<file path="src/sv/rpn_pkg.sv">
// shared types and constants for the postfix integer stack evaluator
package rpn_pkg;

  localparam int DefStackDepth = 16;
  localparam int DataW = 32;

  typedef enum logic [3:0] {
    FN_CLEAR   = 4'd0,
    FN_PUSH    = 4'd1,
    FN_ADD     = 4'd2,
    FN_SUB     = 4'd3,
    FN_MUL     = 4'd4,
    FN_DIV     = 4'd5,
    FN_LESS    = 4'd6,
    FN_GREATER = 4'd7,
    FN_MIN     = 4'd8,
    FN_MAX     = 4'd9,
    FN_POW     = 4'd10,
    FN_SQRT    = 4'd11,
    FN_SGN     = 4'd12,
    FN_ABS     = 4'd13,
    FN_FINISH  = 4'd14,
    FN_BAD     = 4'd15
  } func_t;

  typedef enum logic [2:0] {
    ST_OK      = 3'd0,
    ST_SYNTAX  = 3'd1,
    ST_FULL    = 3'd2,
    ST_DIVZERO = 3'd3,
    ST_TYPE    = 3'd4
  } status_t;

  typedef enum logic [3:0] {
    S_IDLE, S_POP1, S_POP2, S_EXEC, S_ITER, S_FIN, S_OUT
  } state_t;

  // controller to datapath
  typedef struct packed {
    logic load_in;
    logic rd_top;
    logic cap_t;
    logic cap_s;
    logic start;
    logic step;
    logic write;
    logic set_out;
  } dp_cmd_t;

  // datapath to controller
  typedef struct packed {
    logic iter_done;
  } dp_sts_t;

endpackage

</file>
<file path="src/sv/rpn_control.sv">
// sequencing state machine: pops, operation launch, push and result handoff
module rpn_control import rpn_pkg::*; #(
  parameter int StackDepth = DefStackDepth,
  parameter int PtrW = $clog2(StackDepth + 1)
) (
  input  logic            clk,
  input  logic            rst_n,
  input  logic            in_fire,
  input  func_t           func_in,
  input  logic            out_free,
  input  dp_sts_t         sts,
  input  logic [PtrW-1:0] sp,
  input  logic            t_bool,
  input  logic            s_bool,
  input  logic            s_zero,
  output dp_cmd_t         cmd,
  output func_t           func,
  output logic [PtrW-1:0] sp_nxt,
  output logic            sp_we,
  output logic [PtrW-1:0] rd_ptr,
  output status_t         status,
  output logic            res_ok,
  output logic            busy
);

  state_t  state_r, state_nxt;
  func_t   func_r;
  logic    fail_r, fail_nxt;
  logic    two_op;

  assign func   = func_r;
  assign two_op = func_r >= FN_ADD && func_r <= FN_POW;

  always_ff @(posedge clk) begin
    if (!rst_n) begin
      state_r <= S_IDLE;
      fail_r  <= 1'b0;
      func_r  <= FN_CLEAR;
    end else begin
      state_r <= state_nxt;
      fail_r  <= fail_nxt;
      if (in_fire) func_r <= func_in;
    end
  end

  always_comb begin
    state_nxt = state_r;
    fail_nxt  = fail_r;
    cmd       = '0;
    sp_nxt    = sp;
    sp_we     = 1'b0;
    rd_ptr    = sp - 1'b1;
    status    = ST_OK;
    res_ok    = 1'b0;
    busy      = state_r != S_IDLE;
    unique case (state_r)
      S_IDLE: begin
        if (in_fire) begin
          fail_nxt  = 1'b0;
          state_nxt = S_POP1;
        end
      end
      S_POP1: begin
        unique case (func_r)
          FN_CLEAR: begin
            sp_nxt = '0; sp_we = 1'b1; state_nxt = S_FIN;
          end
          FN_PUSH: begin
            if (sp < PtrW'(StackDepth)) begin
              rd_ptr = sp; cmd.load_in = 1'b1; cmd.write = 1'b1;
              sp_nxt = sp + 1'b1; sp_we = 1'b1;
            end else fail_nxt = 1'b1;
            state_nxt = S_FIN;
          end
          FN_BAD: begin
            fail_nxt = 1'b1; state_nxt = S_FIN;
          end
          default: begin
            if (sp == '0) begin
              fail_nxt = 1'b1; state_nxt = S_FIN;
            end else begin
              cmd.rd_top = 1'b1; sp_nxt = sp - 1'b1; sp_we = 1'b1;
              state_nxt = S_POP2;
            end
          end
        endcase
      end
      S_POP2: begin
        cmd.cap_t = 1'b1;
        if (two_op) begin
          if (sp == '0) begin
            fail_nxt = 1'b1; state_nxt = S_FIN;
          end else begin
            cmd.rd_top = 1'b1; sp_nxt = sp - 1'b1; sp_we = 1'b1;
            state_nxt = S_EXEC;
          end
        end else state_nxt = S_EXEC;
      end
      S_EXEC: begin
        if (two_op) cmd.cap_s = 1'b1;
        state_nxt = S_ITER;
      end
      S_ITER: begin
        // operands now held in t/s registers
        if ((t_bool && func_r != FN_FINISH) || (two_op && s_bool) ||
            (func_r == FN_FINISH && sp != '0)) begin
          fail_nxt = 1'b1; state_nxt = S_FIN;
        end else if (func_r == FN_DIV && s_zero) begin
          state_nxt = S_FIN;
        end else if (func_r == FN_FINISH) begin
          state_nxt = S_FIN;
        end else begin
          cmd.start = 1'b1;
          state_nxt = S_FIN;
          fail_nxt  = 1'b0;
          if (func_r == FN_DIV || func_r == FN_SQRT || func_r == FN_POW ||
              func_r == FN_MUL) state_nxt = S_OUT;
        end
      end
      S_OUT: begin
        // iterative units run here until done, then push
        if (!sts.iter_done) begin
          cmd.step = 1'b1;
        end else if (out_free) begin
          rd_ptr = sp; cmd.write = 1'b1;
          sp_nxt = sp + 1'b1; sp_we = 1'b1;
          state_nxt = S_IDLE;
          cmd.set_out = 1'b1;
        end
      end
      S_FIN: begin
        // simple ops push here unless failed or no result
        if (out_free) begin
          if (!fail_r && two_op && !(func_r == FN_DIV && s_zero) && state_r == S_FIN &&
              func_r != FN_FINISH) begin
            rd_ptr = sp; cmd.write = 1'b1; sp_nxt = sp + 1'b1; sp_we = 1'b1;
          end else if (!fail_r && (func_r == FN_SGN || func_r == FN_ABS)) begin
            rd_ptr = sp; cmd.write = 1'b1; sp_nxt = sp + 1'b1; sp_we = 1'b1;
          end
          cmd.set_out = 1'b1;
          state_nxt = S_IDLE;
        end
      end
      default: state_nxt = S_IDLE;
    endcase
    if (fail_r) begin
      unique case (func_r)
        FN_PUSH: status = ST_FULL;
        default: status = ST_SYNTAX;
      endcase
    end else if (func_r == FN_DIV && s_zero && state_r == S_FIN) status = ST_DIVZERO;
    else if (func_r == FN_FINISH && t_bool) status = ST_TYPE;
    res_ok = !fail_r && func_r == FN_FINISH && !t_bool;
  end

endmodule

</file>
<file path="config.mk">
export PLATFORM = sky130hd
export DESIGN_NAME = rpn_control
export DESIGN_NICKNAME = d
export VERILOG_FILES = /design/src/sv/rpn_pkg.sv /design/src/sv/rpn_control.sv
export SDC_FILE = /design/constraint.sdc
export NUM_CORES = 1
export LEC_CHECK = 0
export BUFFER_PORTS_ARGS = -buffer_cell sky130_fd_sc_hd__buf_2
export CORE_MARGIN = 2
export CORE_UTILIZATION = 25
export DETAILED_ROUTE_END_ITERATION = 12
export HOLD_SLACK_MARGIN = 0.05
export PLACE_DENSITY = 0.49
export SLEW_MARGIN = 10
export SYNTH_ARGS = -nofsm -noshare
export SYNTH_HDL_FRONTEND = slang
export SYNTH_SLANG_ARGS = --single-unit
export TNS_END_PERCENT = 10
</file>
<file path="constraint.sdc">
create_clock -name clk -period 3 [get_ports clk]
set_clock_uncertainty 0.1 [all_clocks]
set_input_delay 0.6 -clock clk [delete_from_list [all_inputs] [get_ports clk]]
set_output_delay 0.6 -clock clk [all_outputs]
set_load 0.02 [all_outputs]
</file>
=== Yosys cells after proc, flatten, opt, wreduce, memory -nomap -nowiden ===
Index checks and enable logic that the tools add are counted.

* Flip-flop bits (word level): 9
* Output and inout port bits: 28

* $add $sub $neg: 2
* $lt $le $gt $ge: 3
* Eq/ne operators: 23
* Mux-type cells: 71
* Reduce and logical (&&, ||, !) cells: 32

{| class="wikitable"
|+ Operators by type and width
! operator !! number
|-
| $mux W5 || 15
|-
| $pmux W5 S3 || 2
|-
| $mux W4 || 7
|-
| $pmux W4 S7 || 1
|-
| $mux W1 || 27
|-
| $eq A4 B4 Y1 const B || 6
|-
| $eq A4 B3 Y1 const B || 5
|-
| $pmux W5 S4 || 1
|-
| $mux W3 || 6
|-
| $logic_and A1 B1 Y1 || 14
|-
| $mux W2 || 5
|-
| $ne A3 B3 Y1 const B || 3
|-
| $pmux W1 S3 || 3
|-
| $eq A4 B1 Y1 const B || 2
|-
| $eq A4 B2 Y1 const B || 2
|-
| $logic_not A4 Y1 || 2
|-
| $ne A2 B2 Y1 const B || 4
|-
| $pmux W1 S4 || 2
|-
| $reduce_bool A4 Y1 || 2
|-
| $reduce_and A7 Y1 || 1
|-
| $logic_or A1 B1 Y1 || 6
|-
| $add A5 B1 Y5 const B || 1
|-
| $logic_not A5 Y1 || 1
|-
| $lt A5 B5 Y1 const B || 1
|-
| 9 further kinds || 12
|}

=== Depth between registers and ports, before layout ===
Gate-level depths: netlist of run 1.

* Depth after elaboration: 9
* Mapped depth: 9
* Depth with buffers taken out: 8

=== Worst setup path before layout of run 1 ===
Ideal clock, no wire load.

* Path kind: in2out
* Start point: in sp[0]
* End point: out sp_nxt[1]
* Arrival time: 2,412 ps
* Setup slack: -112 ps
* Cell stages on the path: 7
* Path buffers: 1
* Cell sequence: clkbuf_1 > inv_1 > ha_1 > nor4b_4 > or2_2 > nand3_1 > o221ai_1

* Longest elaborated chain between the ends: 5
* Elaborated cells between the ends (all ways): 14
* Classes of those cells: 2 x add/sub; 1 x order compare; 10 x mux; 1 x reduce/logical

{| class="wikitable"
|+ RTL lines
! element !! RTL line !! source
|-
| from (decl) || rpn_control.sv:12 || <nowiki>input logic [PtrW-1:0] sp,</nowiki>
|-
| $add A5 B1 Y5 || n/a ||
|-
| $mux W5 || rpn_control.sv:137 || <nowiki>end else if (!fail_r && (func_r == FN_SGN || func_r == FN_ABS)) begin</nowiki>
|-
| $mux W5 || rpn_control.sv:134 || <nowiki>if (!fail_r && two_op && !(func_r == FN_DIV && s_zero) && state_r == S_FIN &&</nowiki>
|-
| $mux W5 || rpn_control.sv:133 || <nowiki>if (out_free) begin</nowiki>
|-
| $pmux W5 S4 (*) || rpn_control.sv:56 || <nowiki>unique case (state_r)</nowiki>
|-
| to (decl) || rpn_control.sv:18 || <nowiki>output logic [PtrW-1:0] sp_nxt,</nowiki>
|}

Mark *: on every way between the ends. The rest lies on a longest branch, timed or not.

=== Worst setup path after layout of run 1 ===
* Start point: in sp[1]
* End point: out sp_nxt[0]

* Longest elaborated chain between the ends: 4
* Elaborated cells between the ends (all ways): 7
* Classes of those cells: 1 x order compare; 5 x mux; 1 x reduce/logical

{| class="wikitable"
|+ RTL lines
! element !! RTL line
|-
| $lt A5 B5 Y1 or $logic_not A5 Y1 (tied branches) || rpn_control.sv:69, rpn_control.sv:79, rpn_control.sv:91
|-
| $mux W5, on equally long branches || rpn_control.sv:69, rpn_control.sv:79, rpn_control.sv:91
|-
| $pmux W5 S3 or $mux W5 (tied branches) || rpn_control.sv:64, rpn_control.sv:90
|-
| $pmux W5 S4 (*) || rpn_control.sv:56
|}

Marked as above.

==> out/qor.yml, run 1 <==
switching_share: 0.464
fin_cells: 352
hold_path.class: "reg2reg"
cap_violations: 0
finalWorstPathRequiredPeriod_ns: 2.92
setup_viol: 0
grt_antenna_before_repair: 0
synth_seq_cells: 8
cts-buffers-inserted: 3
internal_power_uw: 413
syn_area_mm2: 0.00147
timing.fmax_mhz: 343
cts-htree-levels: 1
rsz0062_at_grt: "no"
worst-path-buf-inv: 3
synth-simple-area-share: 0.331
crit_fanout: 6
drive_above_1_share: 0.336
syn_to_final_growth_pct: 35.6
gp_congestion: 0.990
fillerInstances: 626
track_usage: 0.164
synth_top_family_by_area: "compound AO/OA/AOI/OAI gates"
fp.dieH_um: 80.6
wl_mm: 5.33
synth_top_area_frac: 0.109
hold_viol: 0
pwr-share-clk: 0.165
antenna_left: 0
worstMarginPinSlew_ns: 0.478
cpMostUsedCell: "buf_2"
nNetsFinal: 303
wire_per_inst_um: 15.1
seq_power_share: 0.208
grt_max_degree: 14
first_global_vias: 1749
first_iter_violations: 117
placementRows: 27
die_area_mm2: 0.00649
ios: 45
cp.arrival_ns: 2.22
p_comb_frac: 0.627
power_uw: 771
die_w_um: 80.6
drc: 0
n_antenna_cell: 0
initial_core_util: 0.263
cts_tree: "built"
viasPerCell: 5.49
p_switching_uw: 358
report.final.slew_viol_count: 0
clk_pin_slew_ns: 0.04
ys_seq_area_frac: 0.109
synth_fp_nets: 241
synth_area_leaders: "dfxtp_1, nand2_1, nor2_1"
dp.cells: 346
ys_types: 58
path_class: "in2out"
tns_ns: 0
synth_warnings: 0
firstDrtPassIters: 5
synth-edff-count: 0
vias: 1932
yosysTopAreaCell: "dfxtp_1"
max_slew_margin: 0.677
port_buffers: 44
synth_cells: 220
avgSynthCellArea_um2: 6.66
required_ns: 2.30
clock-root-buffer: "clkbuf_8"
crit_path_end_kind: "output pin"
yosys-mux-area-fraction: 0.0342
synth_common_cells: "nand2_1, nor2_1, a21oi_1, o21ai_0, inv_1"
post-dp-hpwl_mm: 4.21
clk_path_buf_depth: 2
status: "completed"
leakage_nw: 0.948
synth_ff_type: "dfxtp_1"
yosysMostFrequentCell: "nand2_1"
cp_slowest_cell: "a221o_1"
vdd_drop_max_uv: 155
overflow: 0
powerDensity_mw_per_mm2: 388
core_area_mm2: 0.00557
synth_compound_area_frac: 0.377
cts.sinks: 8
critPathMaxStageDelay_ns: 0.31
ys_async_sr_fraction: 0
fin_crit_sh: 0.972
grt_first_pass_wirelength_mm: 8.42
cp-start-kind: "input pin"
cp_cell_sequence: "buf_2 -> inv_1 -> ha_1 -> nor4b_4 -> a211oi_1 -> nor2_1 -> a21oi_1 -> o211ai_1 -> a221o_1 -> buf_2"
synthXorXnorAreaFrac: 0.0299
cpLargestDelayFamily: "compound AO/OA/AOI/OAI gates"
synthAdderAreaFrac: 0.0342
clk_latency_ns: 0.23
-- final timing paths --
check / startpoint / to / slack (ns) / cells past startpoint
hold reg to reg: func[1] / func[1] / 0.51 / 2
setup reg to reg: func[2] / fail_r / 0.84 / 8
hold / removal: func[1] / func[1] / 0.51 / 2
setup / recovery: sp[1] / sp_nxt[0] / 0.08 / 10
-- state kept, by name (all words and copies together) (netlist names) --
name and flops:
state_r 3, func 4, fail_r 1
-- cell families (layout without fill, tap and decap cells) --
family	Yosys count	count (layout)
flip-flops	8	8
multiplexers	5	5
buffers and inverters	29	89
XOR/XNOR	5	5
adder cells (fa/ha/maj)	4	4
AO/OA/AOI/OAI	77	77
AND/OR/NAND/NOR	92	92
-- placed cells by master, fill, tap and decap left out, drive strengths merged, types with 3 or more instances in the layout --
master / n
a221o: 3
inv: 12
o21a: 3
clkbuf: 3
and3: 4
nand3: 10
xnor2: 4
mux2i: 5
nor3: 6
o211ai: 5
a21oi: 14
nand2: 30
a221oi: 3
a21boi: 4
nor2: 18
nor2b: 6
nand2b: 3
ha: 4
buf: 74
o21ai: 15
o22ai: 8
dfxtp: 8
-- power groups by stage --
stage / logic [mW] / clock network, mW / registers (mW)
after floorplan: 0.324 / 0 / 0.133
after global placement: 0.473 / 0 / 0.159
after detailed placement: 0.469 / 0 / 0.159
after CTS: 0.471 / 0.133 / 0.157
after global routing: 0.525 / 0.142 / 0.164
final: 0.483 / 0.127 / 0.160
-- per-stage QoR --
stage / cell area, um2 / worst slack [ns] / hold slack, ns / util
floorplan: 1480 / -0.0168 / 0.573 / -
global placement: 1910 / 0.147 / 0.547 / 0.343
detailed placement: 1910 / 0.118 / 0.566 / 0.343
CTS: 1950 / 0.0839 / 0.534 / 0.350
global route: 1990 / 0.00189 / 0.526 / 0.356
finish: 1990 / 0.0828 / 0.509 / 0.356
-- tightest hold or removal path, stage by stage (launching register included) --
cell and delay (ns):
dfxtp_2 0.37, mux2i_1 0.14, nor2b_1 0.06
-- layout make-up --
| class | instances | area (um2) | share of cell area |
|---|---|---|---|
| Multi-Input combinational cell | 183 | 1200 | 0.604 |
| Timing Repair Buffer | 74 | 445 | 0.224 |
| Sequential cell | 8 | 165 | 0.0831 |
| Tap cell | 72 | 90.1 | 0.0453 |
| Inverter | 12 | 45.0 | 0.0227 |
| Clock buffer | 3 | 41.3 | 0.0208 |
-- per-layer routing --
metal  global-route usage  share of wire  vias to the layer above
li1                     -              -                      931
met1                0.219           0.44                      906
met2                0.263           0.46                       91
met3               0.0416          0.089                        4
met4               0.0390         0.0077                        0
met5                    0              0                        -
-- what timing repair did --
item / 4_1_cts / 5_1_grt
hold buffers: 0 / 0
pin swaps: 0 / 2
gates resized for setup: 1 / 7
setup buffers: 0 / 3
endpoints found under the setup margin: 1 / 5
Note: power is estimated with default switching activity, not from simulation.
==> inputs of run 2 (changes only) <==
--- a/config.mk
+++ b/config.mk
@@ -10,7 +10,7 @@
 export CORE_UTILIZATION = 25
 export DETAILED_ROUTE_END_ITERATION = 12
 export HOLD_SLACK_MARGIN = 0.05
-export PLACE_DENSITY = 0.49
+export PLACE_DENSITY = 0.42
 export SLEW_MARGIN = 10
 export SYNTH_ARGS = -nofsm -noshare
 export SYNTH_HDL_FRONTEND = slang
==> out/qor.yml, run 2 (synthesis results as in run 1) <==
status: "completed"  # unchanged
report.final.slew_viol_count: 0  # unchanged
finalWorstPathRequiredPeriod_ns: 2.92  # about the same
grt_antenna_before_repair: 0  # unchanged
drc: 0  # unchanged
fin_crit_sh: 0.975  # was 0.972
final_core_util: 0.360  # was 0.356
pwr-share-clk: 0.164  # was 0.165
clk_path_buf_depth: 2  # unchanged
placementRows: 27  # unchanged
first_iter_violations: 159  # was 117
cts-htree-levels: 1  # unchanged
cpLargestDelayFamily: "compound AO/OA/AOI/OAI gates"  # unchanged
leakage_nw: 0.959  # was 0.948 nW
critPathMaxStageDelay_ns: 0.34  # was 0.31 ns
vdd_drop_max_uv: 223  # was 155 uV
clock-root-buffer: "clkbuf_8"  # unchanged
p_switching_uw: 353  # was 358 uW
powerDensity_mw_per_mm2: 383  # was 388 mW/mm2
crit_path_end_kind: "output pin"  # unchanged
wl_mm: 5.37  # was 5.33 mm
clk_pin_slew_ns: 0.04  # about the same
die_area_mm2: 0.00649  # unchanged
dp.cells: 347  # was 346
drive_above_1_share: 0.348  # was 0.336
fillerInstances: 631  # was 626
antenna_left: 0  # unchanged
wire_per_inst_um: 15.2  # was 15.1 um
viasPerCell: 5.39  # was 5.49
grt.met3_usage: 0.0360  # was 0.0416
syn_to_final_growth_pct: 36.8  # was 35.6%
grt_max_degree: 16  # was 14
switching_share: 0.459  # was 0.464
tns_ns: 0  # unchanged
cp_cell_sequence: "buf_2 -> inv_1 -> ha_1 -> nor4b_4 -> a211o_1 -> nor2_1 -> o21ai_0 -> o21ai_0 -> a211o_1 -> buf_2"  # was buf_2 -> inv_1 -> ha_1 -> nor4b_4 -> a211oi_1 -> nor2_1 -> a21oi_1 -> o211ai_1 -> a221o_1 -> buf_2
crit_fanout: 6  # unchanged
post-dp-hpwl_mm: 4.29  # was 4.21 mm
max_slew_margin: 0.675  # was 0.677
grt_first_pass_wirelength_mm: 9.04  # was 8.42 mm
vias: 1909  # was 1932
timing.fmax_mhz: 342  # was 343 MHz
cts_tree: "built"  # unchanged
place_area_mm2: 0.00192  # was 0.00191 mm2
hold_path.class: "reg2reg"  # unchanged
ios: 45  # unchanged
cp-start-kind: "input pin"  # unchanged
gp_congestion: 0.908  # was 0.990
cts-buffers-inserted: 3  # unchanged
cp_slowest_cell: "nor4b_4"  # was a221o_1
first_global_vias: 1872  # was 1749
use_met1: 0.249  # was 0.219
die_w_um: 80.6  # unchanged
n_antenna_cell: 0  # unchanged
largest_register_ffs: 4  # unchanged
p_comb_frac: 0.623  # was 0.627
cp.arrival_ns: 2.22  # about the same
internal_power_uw: 415  # was 413 uW
grt-busiest-layer: "met2"  # unchanged
port_buffers: 44  # unchanged
path_class: "in2out"  # unchanged
power_uw: 768  # was 771 uW
fp.dieH_um: 80.6  # unchanged
layout_common_cells: "buf_2, buf_4, nand2_1"  # was buf_2, nand2_1, buf_4
worstMarginPinSlew_ns: 0.482  # was 0.478 ns
final_common_cell: "buf_2"  # unchanged
fin_cells: 354  # was 352
core_area_mm2: 0.00557  # unchanged
setup_viol: 0  # unchanged
cts.sinks: 8  # unchanged
firstDrtPassIters: 4  # was 5
stdcell_area_mm2: 0.00200  # was 0.00199 mm2
worst-path-buf-inv: 3  # unchanged
overflow: 0  # unchanged
hold_viol: 0  # unchanged
required_ns: 2.30  # about the same
use_met2: 0.266  # was 0.263
clk_latency_ns: 0.23  # about the same
cap_violations: 0  # unchanged
nNetsFinal: 305  # was 303
track_usage: 0.176  # was 0.164
seq_power_share: 0.213  # was 0.208
initial_core_util: 0.263  # unchanged
==> run 2: changes by cell type in the layout (fill, tap and decap cells not counted), moves of 2 or more <==
cell,previous run,this run
dfxtp_1,4,2
dfxtp_2,4,6
buf_4,30,32
o21ai_0,11,13
o21ai_1,3,1
==> run 2: what timing repair did <==
action | 4_1_cts | 5_1_grt
setup buffers | 0 | 4
resized for setup | 2 | 5
setup endpoints to repair | 1 | 8
gates cloned | 0 | 0
hold buffers | 0 | 0
pin swaps | 0 | 2
==> run 2: cell type report <==
cell class                      instances  area (um2)  area share
Multi-Input combinational cell        183        1200       0.599
Inverter                               12        45.0      0.0225
Tap cell                               72        90.1      0.0449
Clock buffer                            3        41.3      0.0206
Timing Repair Buffer                   76         460       0.230
Sequential cell                         8         168      0.0836
==> run 2: final timing paths <==
check	from	to	slack (ns)	depth (start not counted)
max	sp[1]	sp_nxt[3]	0.08	10
min	func[1]	func[1]	0.50	2
max reg2reg	func[3]	fail_r	0.85	8
min reg2reg	func[1]	func[1]	0.50	2
==> run 2: metrics by stage <==
stage	hold WS [ns]	setup slack (ns)
finish	0.499	0.0751
global route	0.551	-0.00803
CTS	0.535	0.00480
detailed placement	0.555	0.0542
global placement	0.554	0.0936
floorplan	0.573	-0.0168
==> run 2: worst register-to-register path, delay by kind of cell, from the launching register on <==
| kind | cells | cell delay [ns] |
|---|---|---|
| AOI/OAI and AO/OA | 5 | 0.83 |
| DFF | 1 | 0.38 |
| buffers and inverters | 2 | 0.34 |
| and+or+nand+nor | 1 | 0.38 |
==> run 2: power by group through the flow <==
stage                     combinational (mW)  clock [mW]  sequential (mW)
after CTS                              0.473       0.130            0.161
final                                  0.478       0.126            0.164
after floorplan                        0.324           0            0.133
after global routing                   0.530       0.137            0.169
after detailed placement               0.468           0            0.163
after global placement                 0.479           0            0.163
==> run 2: metal layers <==
layer / vias up / part of all wire
met3: 14 / 0.052
met2: 65 / 0.44
met4: 0 / 0.025
met5: - / 0
li1: 931 / -
met1: 899 / 0.48
==> inputs of run 3 (changes only) <==
--- a/config.mk
+++ b/config.mk
@@ -5,6 +5,7 @@
 export SDC_FILE = /design/constraint.sdc
 export NUM_CORES = 1
 export LEC_CHECK = 0
+export ABC_AREA = 1
 export BUFFER_PORTS_ARGS = -buffer_cell sky130_fd_sc_hd__buf_2
 export CORE_MARGIN = 2
 export CORE_UTILIZATION = 25
==> out/qor.yml, run 3 <==
r2r_cells: 12  # was 8
synth-edff-count: 0  # unchanged
ys_types: 28  # was 58
worstMarginPinSlew_ns: 0.357  # was 0.482 ns
yosysTopAreaCell: "nand2_1"  # was dfxtp_1
ios: 45  # unchanged
overflow: 0  # unchanged
max_slew_margin: 0.761  # was 0.675
drc: 0  # unchanged
report.final.slew_viol_count: 0  # unchanged
hold_path.class: "reg2reg"  # unchanged
synth_warnings: 0  # unchanged
path_class: "reg2out"  # was in2out
synth_cells: 297  # was 220
grt_max_degree: 12  # was 16
worst_hold_slack_ns: 0.435  # was 0.499 ns
initial_core_util: 0.257  # was 0.263
place_ws_ns: 0.156  # was 0.0542 ns
avgSynthCellArea_um2: 5.13  # was 6.66 um2
timing.fmax_mhz: 358  # was 342 MHz
cts-buffers-inserted: 3  # unchanged
cts.sinks: 8  # unchanged
first_global_vias: 1843  # was 1872
clock-root-buffer: "clkbuf_8"  # unchanged
critPathMaxStageDelay_ns: 0.43  # was 0.34 ns
cap_violations: 0  # unchanged
nNetsFinal: 369  # was 305
endpoint: "sp_nxt[4]"  # was sp_nxt[3]
worstHoldStart: "state_r[0]"  # was func[1]
firstDrtPassIters: 4  # unchanged
track_usage: 0.167  # was 0.176
cp-start-kind: "flip-flop"  # was input pin
fp.dieH_um: 82.1  # was 80.6 um
antenna_left: 0  # unchanged
ys_seq_area_frac: 0.105  # was 0.109
hold_viol: 0  # unchanged
synth_common_cells: "nand2_1, inv_1, nor2_1"  # was nand2_1, nor2_1, a21oi_1, o21ai_0, inv_1
powerDensity_mw_per_mm2: 598  # was 383 mW/mm2
vias: 1998  # was 1909
fin_cells: 421  # was 354
final_common_cell: "nand2_1"  # was buf_2
critPathLaunch: "func[3]"  # was sp[1]
final_core_util: 0.323  # was 0.360
yosysMostFrequentCell: "nand2_1"  # unchanged
synth_fp_nets: 318  # was 241
r2r-end: "state_r[0]"  # was fail_r
fillerInstances: 692  # was 631
clk_pin_slew_ns: 0.04  # about the same
synth_area_leaders: "nand2_1, inv_1, dfxtp_1"  # was dfxtp_1, nand2_1, nor2_1
layout_common_cells: "nand2_1, inv_1, buf_2"  # was buf_2, buf_4, nand2_1
status: "completed"  # unchanged
cp_slowest_cell: "dfxtp_1"  # was nor4b_4
cp_cell_sequence: "nor2_1 -> nand2_2 -> nand2_2 -> nor2_1 -> nand2_1 -> o21a_1 -> nand3_1 -> inv_1 -> nand2_1 -> buf_2"  # was buf_2 -> inv_1 -> ha_1 -> nor4b_4 -> a211o_1 -> nor2_1 -> o21ai_0 -> o21ai_0 -> a211o_1 -> buf_2
dp.cells: 418  # was 347
leakage_nw: 1.07  # was 0.959 nW
setup_viol: 0  # unchanged
gp_congestion: 0.843  # was 0.908
finalWorstPathRequiredPeriod_ns: 2.80  # was 2.92 ns
wire_per_inst_um: 13.2  # was 15.2 um
die_area_mm2: 0.00674  # was 0.00649 mm2
core_area_mm2: 0.00592  # was 0.00557 mm2
grt_antenna_before_repair: 0  # unchanged
grt_first_pass_wirelength_mm: 8.69  # was 9.04 mm
synth_ff_type: "dfxtp_1"  # unchanged
cts-htree-levels: 1  # unchanged
synth_seq_cells: 8  # unchanged
viasPerCell: 4.75  # was 5.39
r2r_start: "func[0]"  # was func[3]
syn_area_mm2: 0.00152  # was 0.00147 mm2
rrSetupSlack_ns: 1.11  # was 0.85 ns
die_w_um: 82.1  # was 80.6 um
drive_above_1_share: 0.217  # was 0.348
n_antenna_cell: 0  # unchanged
largest_register_ffs: 4  # unchanged
crit_path_end_kind: "output pin"  # unchanged
cts_tree: "built"  # unchanged
tns_ns: 0  # unchanged
port_buffers: 44  # unchanged
clk_latency_ns: 0.22  # was 0.23 ns
cp.arrival_ns: 2.10  # was 2.22 ns
required_ns: 2.30  # about the same
ys_async_sr_fraction: 0  # unchanged
syn_to_final_growth_pct: 25.6  # was 36.8%
vdd_drop_max_uv: 406  # was 223 uV
placementRows: 28  # was 27
wl_mm: 5.55  # was 5.37 mm
clk_path_buf_depth: 2  # unchanged
crit_fanout: 7  # was 6
first_iter_violations: 78  # was 159
finalWorstSetupSlack_ns: 0.205  # was 0.0751 ns
fin_crit_sh: 0.932  # was 0.975
synth_top_area_frac: 0.209  # was 0.109
rsz0062_at_grt: "no"
post-dp-hpwl_mm: 4.56  # was 4.29 mm
[run 3: cell types whose count changed in the layout (fill, tap and decap cells not counted), sizes merged, moves of 5 or more]
cell / change
o22ai: -5
nand2: +62
nor2b: -6
o21ai: +5
inv: +37
nand3: +24
mux2i: -5
buf: -25
nor2: +23
[run 3: what timing repair did]
| action | in CTS | in global routing |
|---|---|---|
| endpoints found under the setup margin | 0 | 2 |
| resized for setup | 0 | 3 |
| setup buffers | 0 | 0 |
| hold buffers | 0 | 0 |
[run 3: layout make-up]
cell class                 instances  area (um2)  share of cell area
tap                               75        93.8              0.0490
inverter                          49         184              0.0961
multi-input combinational        235        1160               0.607
clock buffer                       3        41.3              0.0216
timing repair buffer              51         273               0.142
sequential                         8         160              0.0837
[run 3: worst max-delay path: cells and delay by family, from the launching register on]
kind / cells / cell delay [ns]
DFF: 1 / 0.43
AOI/OAI and AO/OA: 1 / 0.22
buffers and inverters: 2 / 0.19
and+or+nand+nor: 7 / 1.04
[run 3: stage by stage]
| stage | power (mW) | instance area (um2) |
|---|---|---|
| 6_report | 1.14 | 1910 |
| 3_5_place_dp | 1.03 | 1870 |
| 5_1_grt | 1.26 | 1910 |
| 2_1_floorplan | 0.760 | 1520 |
| 3_3_place_gp | 1.04 | 1870 |
| 4_1_cts | 1.16 | 1910 |
[run 3: power breakdown]
group | internal [mW] | leakage (nW) | total (mW) | switching, mW
Sequential | 0.134 | 0.0662 | 0.182 | 0.0485
Combinational | 0.269 | 0.981 | 0.840 | 0.571
Clock | 0.0863 | 0.0216 | 0.122 | 0.0354
Total | 0.490 | 1.07 | 1.14 | 0.654
[run 3: per-layer routing]
metal  vias up  track usage  part of all wire
met2        49        0.301              0.48
met4         0       0.0567             0.020
met1       887        0.214              0.46
met3        11      0.00330             0.036
met5         -            0                 0
li1       1051            -                 -
[run 3: how the worst min path moves through the flow]
| stage | endpoint | depth (start not counted) |
|---|---|---|
| after global routing | state_r[0] | 2 |
| after detailed placement | state_r[0] | 2 |
| after CTS | state_r[0] | 2 |
| after floorplan | state_r[0] | 2 |
| final | state_r[0] | 2 |
| after global placement | state_r[0] | 2 |
[run 3: cell families after synthesis]
kind of cell,synth area share
buf+inv,0.137
fa+ha+maj,0.0328
flops,0.105
xor+xnor,0.0345
compound gates,0.166
simple gates,0.525
